File: src/rtl/core/rta_pkg.sv
// Shared types, constants and register codes for the rational tick accumulator.
package rta_pkg;

   // Datapath widths
   localparam int DATA_W      = 64;
   localparam int MUL_B_W     = 20;
   localparam int TICKS_W     = 43;
   localparam int REQ_DATA_W  = 32;
   localparam int RSP_DATA_W  = 48;
   localparam int CSR_ADDR_W  = 2;
   localparam int CSR_DATA_W  = 18;

   // Valid ranges of the settings and the delta
   localparam logic [17:0]        RATE_NUM_MIN  = 18'd1;
   localparam logic [17:0]        RATE_NUM_MAX  = 18'd240000;
   localparam logic [16:0]        RATE_DEN_MIN  = 17'd1;
   localparam logic [16:0]        RATE_DEN_MAX  = 17'd100000;
   localparam logic signed [14:0] SPEED_NUM_MIN = -15'sd10000;
   localparam logic signed [14:0] SPEED_NUM_MAX = 15'sd10000;
   localparam logic [13:0]        SPEED_DEN_MIN = 14'd1;
   localparam logic [13:0]        SPEED_DEN_MAX = 14'd10000;
   localparam logic [29:0]        MAX_ADVANCE   = 30'd1000000000;

   // Nanoseconds per tick scale, used as a multiplier operand
   localparam logic [MUL_B_W-1:0] NS_SCALE = 20'd1000000;

   // Result status codes
   typedef enum logic [1:0] {
      ST_OK        = 2'd0,
      ST_BAD_RATE  = 2'd1,
      ST_BAD_SPEED = 2'd2,
      ST_BAD_DELTA = 2'd3
   } status_type;

   // Configuration register indexes
   typedef enum logic [CSR_ADDR_W-1:0] {
      REG_RATE_NUM  = 2'd0,
      REG_RATE_DEN  = 2'd1,
      REG_SPEED_NUM = 2'd2,
      REG_SPEED_DEN = 2'd3
   } reg_index_type;

   // Multiplier command and answer
   typedef struct packed {
      logic               start;
      logic [DATA_W-1:0]  a;
      logic [MUL_B_W-1:0] b;
   } mul_req_type;

   typedef struct packed {
      logic              done;
      logic [DATA_W-1:0] prod;
   } mul_rsp_type;

   // Divider command and answer
   typedef struct packed {
      logic              start;
      logic [DATA_W-1:0] dividend;
      logic [DATA_W-1:0] divisor;
   } div_req_type;

   typedef struct packed {
      logic              done;
      logic [DATA_W-1:0] quo;
      logic [DATA_W-1:0] rem;
   } div_rsp_type;

endpackage

File: src/rtl/core/rta_ser_mul.sv
// Shift-add multiplier that retires one multiplier bit per cycle.
module rta_ser_mul (
   input  logic                 clock,
   input  logic                 reset,
   input  rta_pkg::mul_req_type mul_req,
   output rta_pkg::mul_rsp_type mul_rsp
);
   import rta_pkg::*;

   localparam int CNT_W = $clog2(MUL_B_W);
   localparam logic [CNT_W-1:0] CNT_LAST = CNT_W'(MUL_B_W - 1);

   logic [DATA_W-1:0]  a_ff, a_in;
   logic [MUL_B_W-1:0] b_ff, b_in;
   logic [DATA_W-1:0]  acc_ff, acc_in;
   logic [CNT_W-1:0]   cnt_ff, cnt_in;
   logic               busy_ff, busy_in;
   logic               done_ff, done_in;

   // Load operands, then add the shifted multiplicand for each set bit
   always_comb begin
      a_in    = a_ff;
      b_in    = b_ff;
      acc_in  = acc_ff;
      cnt_in  = cnt_ff;
      busy_in = busy_ff;
      done_in = 1'b0;
      if (mul_req.start) begin
         a_in    = mul_req.a;
         b_in    = mul_req.b;
         acc_in  = '0;
         cnt_in  = '0;
         busy_in = 1'b1;
      end else if (busy_ff) begin
         acc_in = acc_ff + (b_ff[0] ? a_ff : '0);
         a_in   = {a_ff[DATA_W-2:0], 1'b0};
         b_in   = {1'b0, b_ff[MUL_B_W-1:1]};
         cnt_in = cnt_ff + 1'b1;
         if (cnt_ff == CNT_LAST) begin
            busy_in = 1'b0;
            done_in = 1'b1;
         end
      end
   end

   always_ff @(posedge clock) begin
      a_ff   <= a_in;
      b_ff   <= b_in;
      acc_ff <= acc_in;
      cnt_ff <= cnt_in;
      if (reset) begin
         busy_ff <= 1'b0;
         done_ff <= 1'b0;
      end else begin
         busy_ff <= busy_in;
         done_ff <= done_in;
      end
   end

   assign mul_rsp.done = done_ff;
   assign mul_rsp.prod = acc_ff;

endmodule

File: src/rtl/core/rta_ser_div.sv
// Restoring divider that produces one quotient bit per cycle.
module rta_ser_div (
   input  logic                 clock,
   input  logic                 reset,
   input  rta_pkg::div_req_type div_req,
   output rta_pkg::div_rsp_type div_rsp
);
   import rta_pkg::*;

   localparam int CNT_W = $clog2(DATA_W);
   localparam logic [CNT_W-1:0] CNT_LAST = CNT_W'(DATA_W - 1);

   logic [DATA_W-1:0] quo_ff, quo_in;
   logic [DATA_W-1:0] rem_ff, rem_in;
   logic [DATA_W-1:0] dvs_ff, dvs_in;
   logic [CNT_W-1:0]  cnt_ff, cnt_in;
   logic              busy_ff, busy_in;
   logic              done_ff, done_in;
   logic [DATA_W-1:0] trial;
   logic              fits;

   // Shift the next dividend bit into the partial remainder
   assign trial = {rem_ff[DATA_W-2:0], quo_ff[DATA_W-1]};
   assign fits  = (trial >= dvs_ff);

   always_comb begin
      quo_in  = quo_ff;
      rem_in  = rem_ff;
      dvs_in  = dvs_ff;
      cnt_in  = cnt_ff;
      busy_in = busy_ff;
      done_in = 1'b0;
      if (div_req.start) begin
         quo_in  = div_req.dividend;
         rem_in  = '0;
         dvs_in  = div_req.divisor;
         cnt_in  = '0;
         busy_in = 1'b1;
      end else if (busy_ff) begin
         rem_in = fits ? (trial - dvs_ff) : trial;
         quo_in = {quo_ff[DATA_W-2:0], fits};
         cnt_in = cnt_ff + 1'b1;
         if (cnt_ff == CNT_LAST) begin
            busy_in = 1'b0;
            done_in = 1'b1;
         end
      end
   end

   always_ff @(posedge clock) begin
      quo_ff <= quo_in;
      rem_ff <= rem_in;
      dvs_ff <= dvs_in;
      cnt_ff <= cnt_in;
      if (reset) begin
         busy_ff <= 1'b0;
         done_ff <= 1'b0;
      end else begin
         busy_ff <= busy_in;
         done_ff <= done_in;
      end
   end

   assign div_rsp.done = done_ff;
   assign div_rsp.quo  = quo_ff;
   assign div_rsp.rem  = rem_ff;

endmodule

File: src/rtl/core/rational_tick_accumulator_core.sv
// An accepted word passes through four shift-add multiplies (delta*rate, *speed,
// rate_den*speed_den, *1e6), a step to add the residual and one to take the magnitude, the
// 64-step restoring divide and a final step that loads the output register once it is free.
// A word rejected by the range checks goes straight to that final step to show its error result.
// The core takes one word at a time and accepts the next only after the result is loaded;
// reset (synchronous) clears the residual, loads rate 30/1, speed 1/1, leaves no result.
module rational_tick_accumulator_core (
   input  logic                              clock,
   input  logic                              reset,
   // Input words
   input  logic                              req_tvalid,
   output logic                              req_tready,
   input  logic [rta_pkg::REQ_DATA_W-1:0]    req_tdata,   // [30:0] delta_ns
   // Result words
   output logic                              rsp_tvalid,
   input  logic                              rsp_tready,
   output logic [rta_pkg::RSP_DATA_W-1:0]    rsp_tdata,   // [42:0] ticks
   output logic [1:0]                        rsp_tuser,   // [1:0] status
   // Configuration writes
   input  logic                              csr_we,
   input  logic [rta_pkg::CSR_ADDR_W-1:0]    csr_addr,
   input  logic [rta_pkg::CSR_DATA_W-1:0]    csr_wdata
);
   import rta_pkg::*;

   typedef enum logic [3:0] {
      S_IDLE, S_MUL_DR, S_MUL_SP, S_MUL_RS, S_MUL_SC,
      S_SUM, S_ABS, S_DIV, S_DONE
   } state_type;

   state_type          state_ff, state_in;
   logic [17:0]        rate_num_ff, rate_num_in;
   logic [16:0]        rate_den_ff, rate_den_in;
   logic signed [14:0] speed_num_ff, speed_num_in;
   logic [13:0]        speed_den_ff, speed_den_in;
   logic [DATA_W-1:0]  residual_ff, residual_in;
   logic [DATA_W-1:0]  num_ff, num_in;
   logic [DATA_W-1:0]  den_ff, den_in;
   logic [DATA_W-1:0]  sum_ff, sum_in;
   logic [TICKS_W-1:0] quo_ff, quo_in;
   status_type         status_ff, status_in;
   logic               rsp_valid_ff, rsp_valid_in;
   logic [TICKS_W-1:0] rsp_ticks_ff, rsp_ticks_in;
   status_type         rsp_status_ff, rsp_status_in;
   mul_req_type        mul_req_ff, mul_req_in;
   div_req_type        div_req_ff, div_req_in;
   mul_rsp_type        mul_rsp;
   div_rsp_type        div_rsp;

   logic               rate_ok, speed_ok, delta_ok;
   logic [14:0]        speed_mag;
   logic [DATA_W-1:0]  neg_quo;

   rta_ser_mul u_mul (
      .clock   (clock),
      .reset   (reset),
      .mul_req (mul_req_ff),
      .mul_rsp (mul_rsp)
   );

   rta_ser_div u_div (
      .clock   (clock),
      .reset   (reset),
      .div_req (div_req_ff),
      .div_rsp (div_rsp)
   );

   // Range checks on the settings and the incoming delta
   assign rate_ok  = (rate_num_ff inside {[RATE_NUM_MIN:RATE_NUM_MAX]}) &&
                     (rate_den_ff inside {[RATE_DEN_MIN:RATE_DEN_MAX]});
   assign speed_ok = (speed_num_ff >= SPEED_NUM_MIN) && (speed_num_ff <= SPEED_NUM_MAX) &&
                     (speed_den_ff inside {[SPEED_DEN_MIN:SPEED_DEN_MAX]});
   assign delta_ok = !req_tdata[30] && (req_tdata[29:0] <= MAX_ADVANCE);

   assign speed_mag = speed_num_ff[14] ? (~speed_num_ff + 15'd1) : speed_num_ff;
   assign neg_quo   = ~div_rsp.quo + 64'd1;

   always_comb begin
      state_in      = state_ff;
      rate_num_in   = rate_num_ff;
      rate_den_in   = rate_den_ff;
      speed_num_in  = speed_num_ff;
      speed_den_in  = speed_den_ff;
      residual_in   = residual_ff;
      num_in        = num_ff;
      den_in        = den_ff;
      sum_in        = sum_ff;
      quo_in        = quo_ff;
      status_in     = status_ff;
      rsp_valid_in  = rsp_valid_ff;
      rsp_ticks_in  = rsp_ticks_ff;
      rsp_status_in = rsp_status_ff;
      mul_req_in    = mul_req_ff;
      div_req_in    = div_req_ff;
      mul_req_in.start = 1'b0;
      div_req_in.start = 1'b0;

      // Drop the output word once taken
      if (rsp_valid_ff && rsp_tready) begin
         rsp_valid_in = 1'b0;
      end

      // Take configuration writes
      if (csr_we) begin
         case (csr_addr)
            REG_RATE_NUM:  rate_num_in  = csr_wdata[17:0];
            REG_RATE_DEN:  rate_den_in  = csr_wdata[16:0];
            REG_SPEED_NUM: speed_num_in = csr_wdata[14:0];
            REG_SPEED_DEN: speed_den_in = csr_wdata[13:0];
            default: ;
         endcase
      end

      // Sequence one word through range checks, multiply, accumulate and divide
      case (state_ff)
         S_IDLE: begin
            if (req_tvalid) begin
               quo_in   = '0;
               state_in = S_DONE;
               if (!rate_ok) begin
                  status_in = ST_BAD_RATE;
               end else if (!speed_ok) begin
                  status_in = ST_BAD_SPEED;
               end else if (!delta_ok) begin
                  status_in = ST_BAD_DELTA;
               end else begin
                  status_in  = ST_OK;
                  mul_req_in = '{start: 1'b1, a: {33'd0, req_tdata[30:0]},
                                 b: {2'd0, rate_num_ff}};
                  state_in   = S_MUL_DR;
               end
            end
         end
         S_MUL_DR: begin
            if (mul_rsp.done) begin
               mul_req_in = '{start: 1'b1, a: mul_rsp.prod, b: {5'd0, speed_mag}};
               state_in   = S_MUL_SP;
            end
         end
         S_MUL_SP: begin
            if (mul_rsp.done) begin
               num_in     = speed_num_ff[14] ? (~mul_rsp.prod + 64'd1) : mul_rsp.prod;
               mul_req_in = '{start: 1'b1, a: {47'd0, rate_den_ff}, b: {6'd0, speed_den_ff}};
               state_in   = S_MUL_RS;
            end
         end
         S_MUL_RS: begin
            if (mul_rsp.done) begin
               mul_req_in = '{start: 1'b1, a: mul_rsp.prod, b: NS_SCALE};
               state_in   = S_MUL_SC;
            end
         end
         S_MUL_SC: begin
            if (mul_rsp.done) begin
               den_in   = mul_rsp.prod;
               state_in = S_SUM;
            end
         end
         S_SUM: begin
            sum_in   = residual_ff + num_ff;
            state_in = S_ABS;
         end
         S_ABS: begin
            // Divide the magnitude; floor is restored afterward
            div_req_in = '{start: 1'b1,
                           dividend: sum_ff[DATA_W-1] ? (~sum_ff + 64'd1) : sum_ff,
                           divisor: den_ff};
            state_in   = S_DIV;
         end
         S_DIV: begin
            if (div_rsp.done) begin
               if (!sum_ff[DATA_W-1]) begin
                  quo_in      = div_rsp.quo[TICKS_W-1:0];
                  residual_in = div_rsp.rem;
               end else if (div_rsp.rem == '0) begin
                  quo_in      = neg_quo[TICKS_W-1:0];
                  residual_in = '0;
               end else begin
                  quo_in      = ~div_rsp.quo[TICKS_W-1:0];
                  residual_in = den_ff - div_rsp.rem;
               end
               state_in = S_DONE;
            end
         end
         S_DONE: begin
            if (!rsp_valid_ff || rsp_tready) begin
               rsp_valid_in  = 1'b1;
               rsp_ticks_in  = quo_ff;
               rsp_status_in = status_ff;
               state_in      = S_IDLE;
            end
         end
         default: state_in = S_IDLE;
      endcase
   end

   always_ff @(posedge clock) begin
      num_ff        <= num_in;
      den_ff        <= den_in;
      sum_ff        <= sum_in;
      quo_ff        <= quo_in;
      status_ff     <= status_in;
      rsp_ticks_ff  <= rsp_ticks_in;
      rsp_status_ff <= rsp_status_in;
      mul_req_ff.a  <= mul_req_in.a;
      mul_req_ff.b  <= mul_req_in.b;
      div_req_ff.dividend <= div_req_in.dividend;
      div_req_ff.divisor  <= div_req_in.divisor;
      if (reset) begin
         state_ff         <= S_IDLE;
         rate_num_ff      <= 18'd30;
         rate_den_ff      <= 17'd1;
         speed_num_ff     <= 15'sd1;
         speed_den_ff     <= 14'd1;
         residual_ff      <= '0;
         rsp_valid_ff     <= 1'b0;
         mul_req_ff.start <= 1'b0;
         div_req_ff.start <= 1'b0;
      end else begin
         state_ff         <= state_in;
         rate_num_ff      <= rate_num_in;
         rate_den_ff      <= rate_den_in;
         speed_num_ff     <= speed_num_in;
         speed_den_ff     <= speed_den_in;
         residual_ff      <= residual_in;
         rsp_valid_ff     <= rsp_valid_in;
         mul_req_ff.start <= mul_req_in.start;
         div_req_ff.start <= div_req_in.start;
      end
   end

   assign req_tready = (state_ff == S_IDLE);
   assign rsp_tvalid = rsp_valid_ff;
   assign rsp_tdata  = {{(RSP_DATA_W-TICKS_W){1'b0}}, rsp_ticks_ff};
   assign rsp_tuser  = rsp_status_ff;

endmodule

File: config.mk
export PLATFORM = sky130hd
export DESIGN_NAME = rational_tick_accumulator_core
export DESIGN_NICKNAME = d
export VERILOG_FILES = /design/src/rtl/core/rta_pkg.sv /design/src/rtl/core/rta_ser_mul.sv /design/src/rtl/core/rta_ser_div.sv /design/src/rtl/core/rational_tick_accumulator_core.sv
export SDC_FILE = /design/constraint.sdc
export NUM_CORES = 2
export LEC_CHECK = 0
export BUFFER_PORTS_ARGS = -buffer_cell sky130_fd_sc_hd__buf_2
export CAP_MARGIN = 5
export CORE_AREA = 10 10 298 414
export DETAILED_ROUTE_END_ITERATION = 10
export DIE_AREA = 0 0 308 424
export PLACE_DENSITY = 0.66
export SYNTH_ARGS = -nofsm -noshare
export SYNTH_HDL_FRONTEND = slang
export SYNTH_SLANG_ARGS = --single-unit
File: constraint.sdc
create_clock -name clock -period 6.7 [get_ports clock]
set_clock_uncertainty 0.1 [all_clocks]
set_input_delay 1.34 -clock clock [delete_from_list [all_inputs] [get_ports clock]]
set_output_delay 1.34 -clock clock [all_outputs]
set_load 0.05 [all_outputs]
==> impl_metrics.csv <==
group,metric,value,unit
timing,fmax,195.7,MHz
synth,async_flop_share,0,%
routing,viasPerCell,5.905,
place,dpl_worst_slack,1.510,ns
synth,synthAdderAreaFrac,6.027,%
grt,grt_max_degree,116,
cells_and_area,fin_cells,7004,
synth,syn_area,55100,sq um
worst_setup_path,end_kind,"flip-flop",
cts,h-tree-depth,3,
cts,cts_hold_buf,0,
worst_setup_path,worstSetupPathType,"flip-flop to flip-flop",
place,gp_congestion,0.9277,
timing,final_hold_viol_count,0,
synth,synth-main-ff-cell,"edfxtp_1",
worst_setup_path,critPathMaxStageDelay,1.01,ns
timing,worstMarginPinSlew,1.183,ns
cts,clock_latency,0.71,ns
synth,synth-xor-area-share,6.152,%
timing,rsz0062_at_grt,"no",
timing,finalSetupViolCount,0,
cells_and_area,drive_gt1_share,9.411,%
synth,synth-compound-area-share,17.30,%
power_and_ir_drop,leakage,22.52,nW
timing,drv_slew,0,
cts,clkSinkCount,983,
cells_and_area,synthToLayoutAreaGrowth,9.383,%
routing,wl_per_cell,21.39,um
synth,ys_ff_latch,983,
timing,whs,0.3090,ns
synth,synth_top_family_by_area,"compound AO/OA/AOI/OAI gates",
place,port_buffers,102,
cts,post_cts_buffers,0,
floorplanning,initial_utilization,47.61,%
routing,vias,41358,
worst_setup_path,critPathMaxFanout,39,
grt,antenna_found_initial,2,
cells_and_area,antenna_cells,0,
synth,synth.top_cells.by_count,"705 x edfxtp_1, 459 x nand2_1, 455 x nor2_1",
grt,grt_pass1_wl,231300,um
worst_setup_path,r2r_setup_slack,1.59,ns
routing,drtPass1Iterations,6,
synth,synth_area_leader_cell,"edfxtp_1",
cells_and_area,fill_cells,10399,
cts,cts_resized,0,
worst_setup_path,cp.required,7.14,ns
timing,setup_tns,0,ns
synth,synth.distinct_cells,83,
floorplanning,die_h,424,um
synth,synth_warnings,0,
floorplanning,die_area,130600,sq um
synth,syn-mean-instance-area,10.08,sq um
power_and_ir_drop,p_total,19.45,mW
synth,synth.area.mux_share,3.962,%
worst_setup_path,critPathSlowestCell,"edfxtp_1",
timing,setup_ws,1.590,ns
synth,yosysSeqAreaShare,48.52,%
synth,synth_edf_count,705,
synth,yosys-top-cells-area,"edfxtp_1 38%, dfxtp_1 10%, ha_1 5.9%",
cts,clk_pin_slew,0.07,ns
place,dpl-instance-area,56800,sq um
floorplanning,core_area,115700,sq um
floorplanning,rows,148,
grt,gr-total-overflow,0,
cts,cts_tree,"done",
routing,wirelength,149800,um
place,placedCellCount,6820,
timing,relSlewSlack,21.10,%
power_and_ir_drop,vdd_drop_max,0.3643,mV
routing,drc,0,
run_status,status,"complete, no violations",
cts,clockBufferDepth,3,
power_and_ir_drop,powerDensity,322.7,nW/um^2
synth,netlist_instances,5469,
routing,postRouteAntennaNets,0,
timing,period_minus_slack,5.110,ns
floorplanning,ioPinCount,109,
worst_setup_path,cp.arrival,5.55,ns
worst_setup_path,crit_chain,"nand2_1, inv_1, ha_1, a211oi_1, o211a_1, o211ai_1, and4b_1, a211oi_1, o22ai_1, a211o_1, a21oi_1, xnor2_1, o21ai_0",
cells_and_area,fin_nets,5739,
cells_and_area,fin_util,52.08,%
floorplanning,die_w,308,um
cts,cts_buffers,97,
run,drv_cap,0,
synth,yosysMostFrequentCell,"edfxtp_1",
timing,layout_worst_path_cycle_share,76.26,%
cts,root_buffer,"clkbuf_16",
worst_setup_path,startpoint_type,"flip-flop",
cells_and_area,fin_area,60270,sq um
worst_setup_path,cp_common_cell,"a211oi_1",
synth,synth_top_area_share,38.42,%
place,hpwl,114800,um
grt,gr-usage-all-layers,22.43,%
routing,drtIter0Drc,2860,
grt,grt_pass1_vias,40784,
worst_hold_path,hp-class,"flip-flop to flip-flop",
synth,yosys.area_share.simple,14.28,%
layout by cell type (no fill, tap or decap), types with 53 or more instances in the layout:
cell       instances
o31ai_1           71
nor3_1           124
or3_1             53
nor2_1           452
mux2i_1           55
nand3_1           66
clkbuf_16         99
nand2_1          458
a211oi_1          95
a31oi_1           59
o21ai_0          277
xnor2_1          263
a21o_1           137
mux2_2           145
edfxtp_1         705
xor2_1           124
a21oi_1          400
inv_1            243
and2_1           114
ha_1             259
dfxtp_1          273
nand4_1           92
buf_2            101
worst max-delay path, delay by kind of cell (launching register included):
family / cells / cell delay (ns)
xor+xnor: 1 / 0.14
compound gates: 8 / 2.80
flops: 1 / 1.01
fa+ha+maj: 1 / 0.24
buf+inv: 1 / 0.11
simple gates: 2 / 0.51
sequential cells by signal, summed over array words and instances, names as in the netlist, 20 cells and up:
register / count
div_req_ff: 129
mul_req_ff: 84
den_ff: 64
num_ff: 64
residual_ff: 64
sum_ff: 64
u_div.dvs_ff: 64
u_div.quo_ff: 64
u_div.rem_ff: 64
u_mul.a_ff: 64
u_mul.acc_ff: 64
quo_ff: 43
rsp_ticks_ff: 43
u_mul.b_ff: 20
layer usage:
metal  vias up  part of all wire (%)  global-route usage [%]
li1      20096                     -                       -
met1     19766                    41                   27.29
met4         2                   4.3                   10.15
met2      1217                    49                   39.39
met5         -                0.0087                       0
met3       277                   5.2                   2.602
power breakdown:
group,internal [mW],total [mW],switching [mW]
clock,3.43,5.89,2.46
sequential,7.39,8.20,0.804
combinational,1.98,5.36,3.38
total,12.8,19.4,6.64
cell type report:
cell class                      count  area (sq um)  area share [%]
Timing Repair Buffer              145         860.8           1.428
Tap cell                         1500          1877           3.114
Inverter                          247         928.4           1.540
Multi-Input combinational cell   3945         26380           43.77
Clock inverter                     65         859.6           1.426
Clock buffer                      119          2613           4.335
Sequential cell                   983         26750           44.38
worst paths after layout:
check,startpoint,to,depth (start not counted)
max reg2reg,u_mul.b_ff[0],u_mul.acc_ff[61],13
min reg2reg,div_req_ff[47],u_div.dvs_ff[47],0
min,div_req_ff[47],u_div.dvs_ff[47],0
max,u_mul.b_ff[0],u_mul.acc_ff[61],13
cells by family after synthesis:
kind of cell,Yosys count
other,1
multiplexers,200
flip-flops,983
AO/OA/AOI/OAI,1458
XOR/XNOR,387
buffers and inverters,545
adder cells (fa/ha/maj),263
AND/OR/NAND/NOR,1632
(Power assumes the default switching activity.)
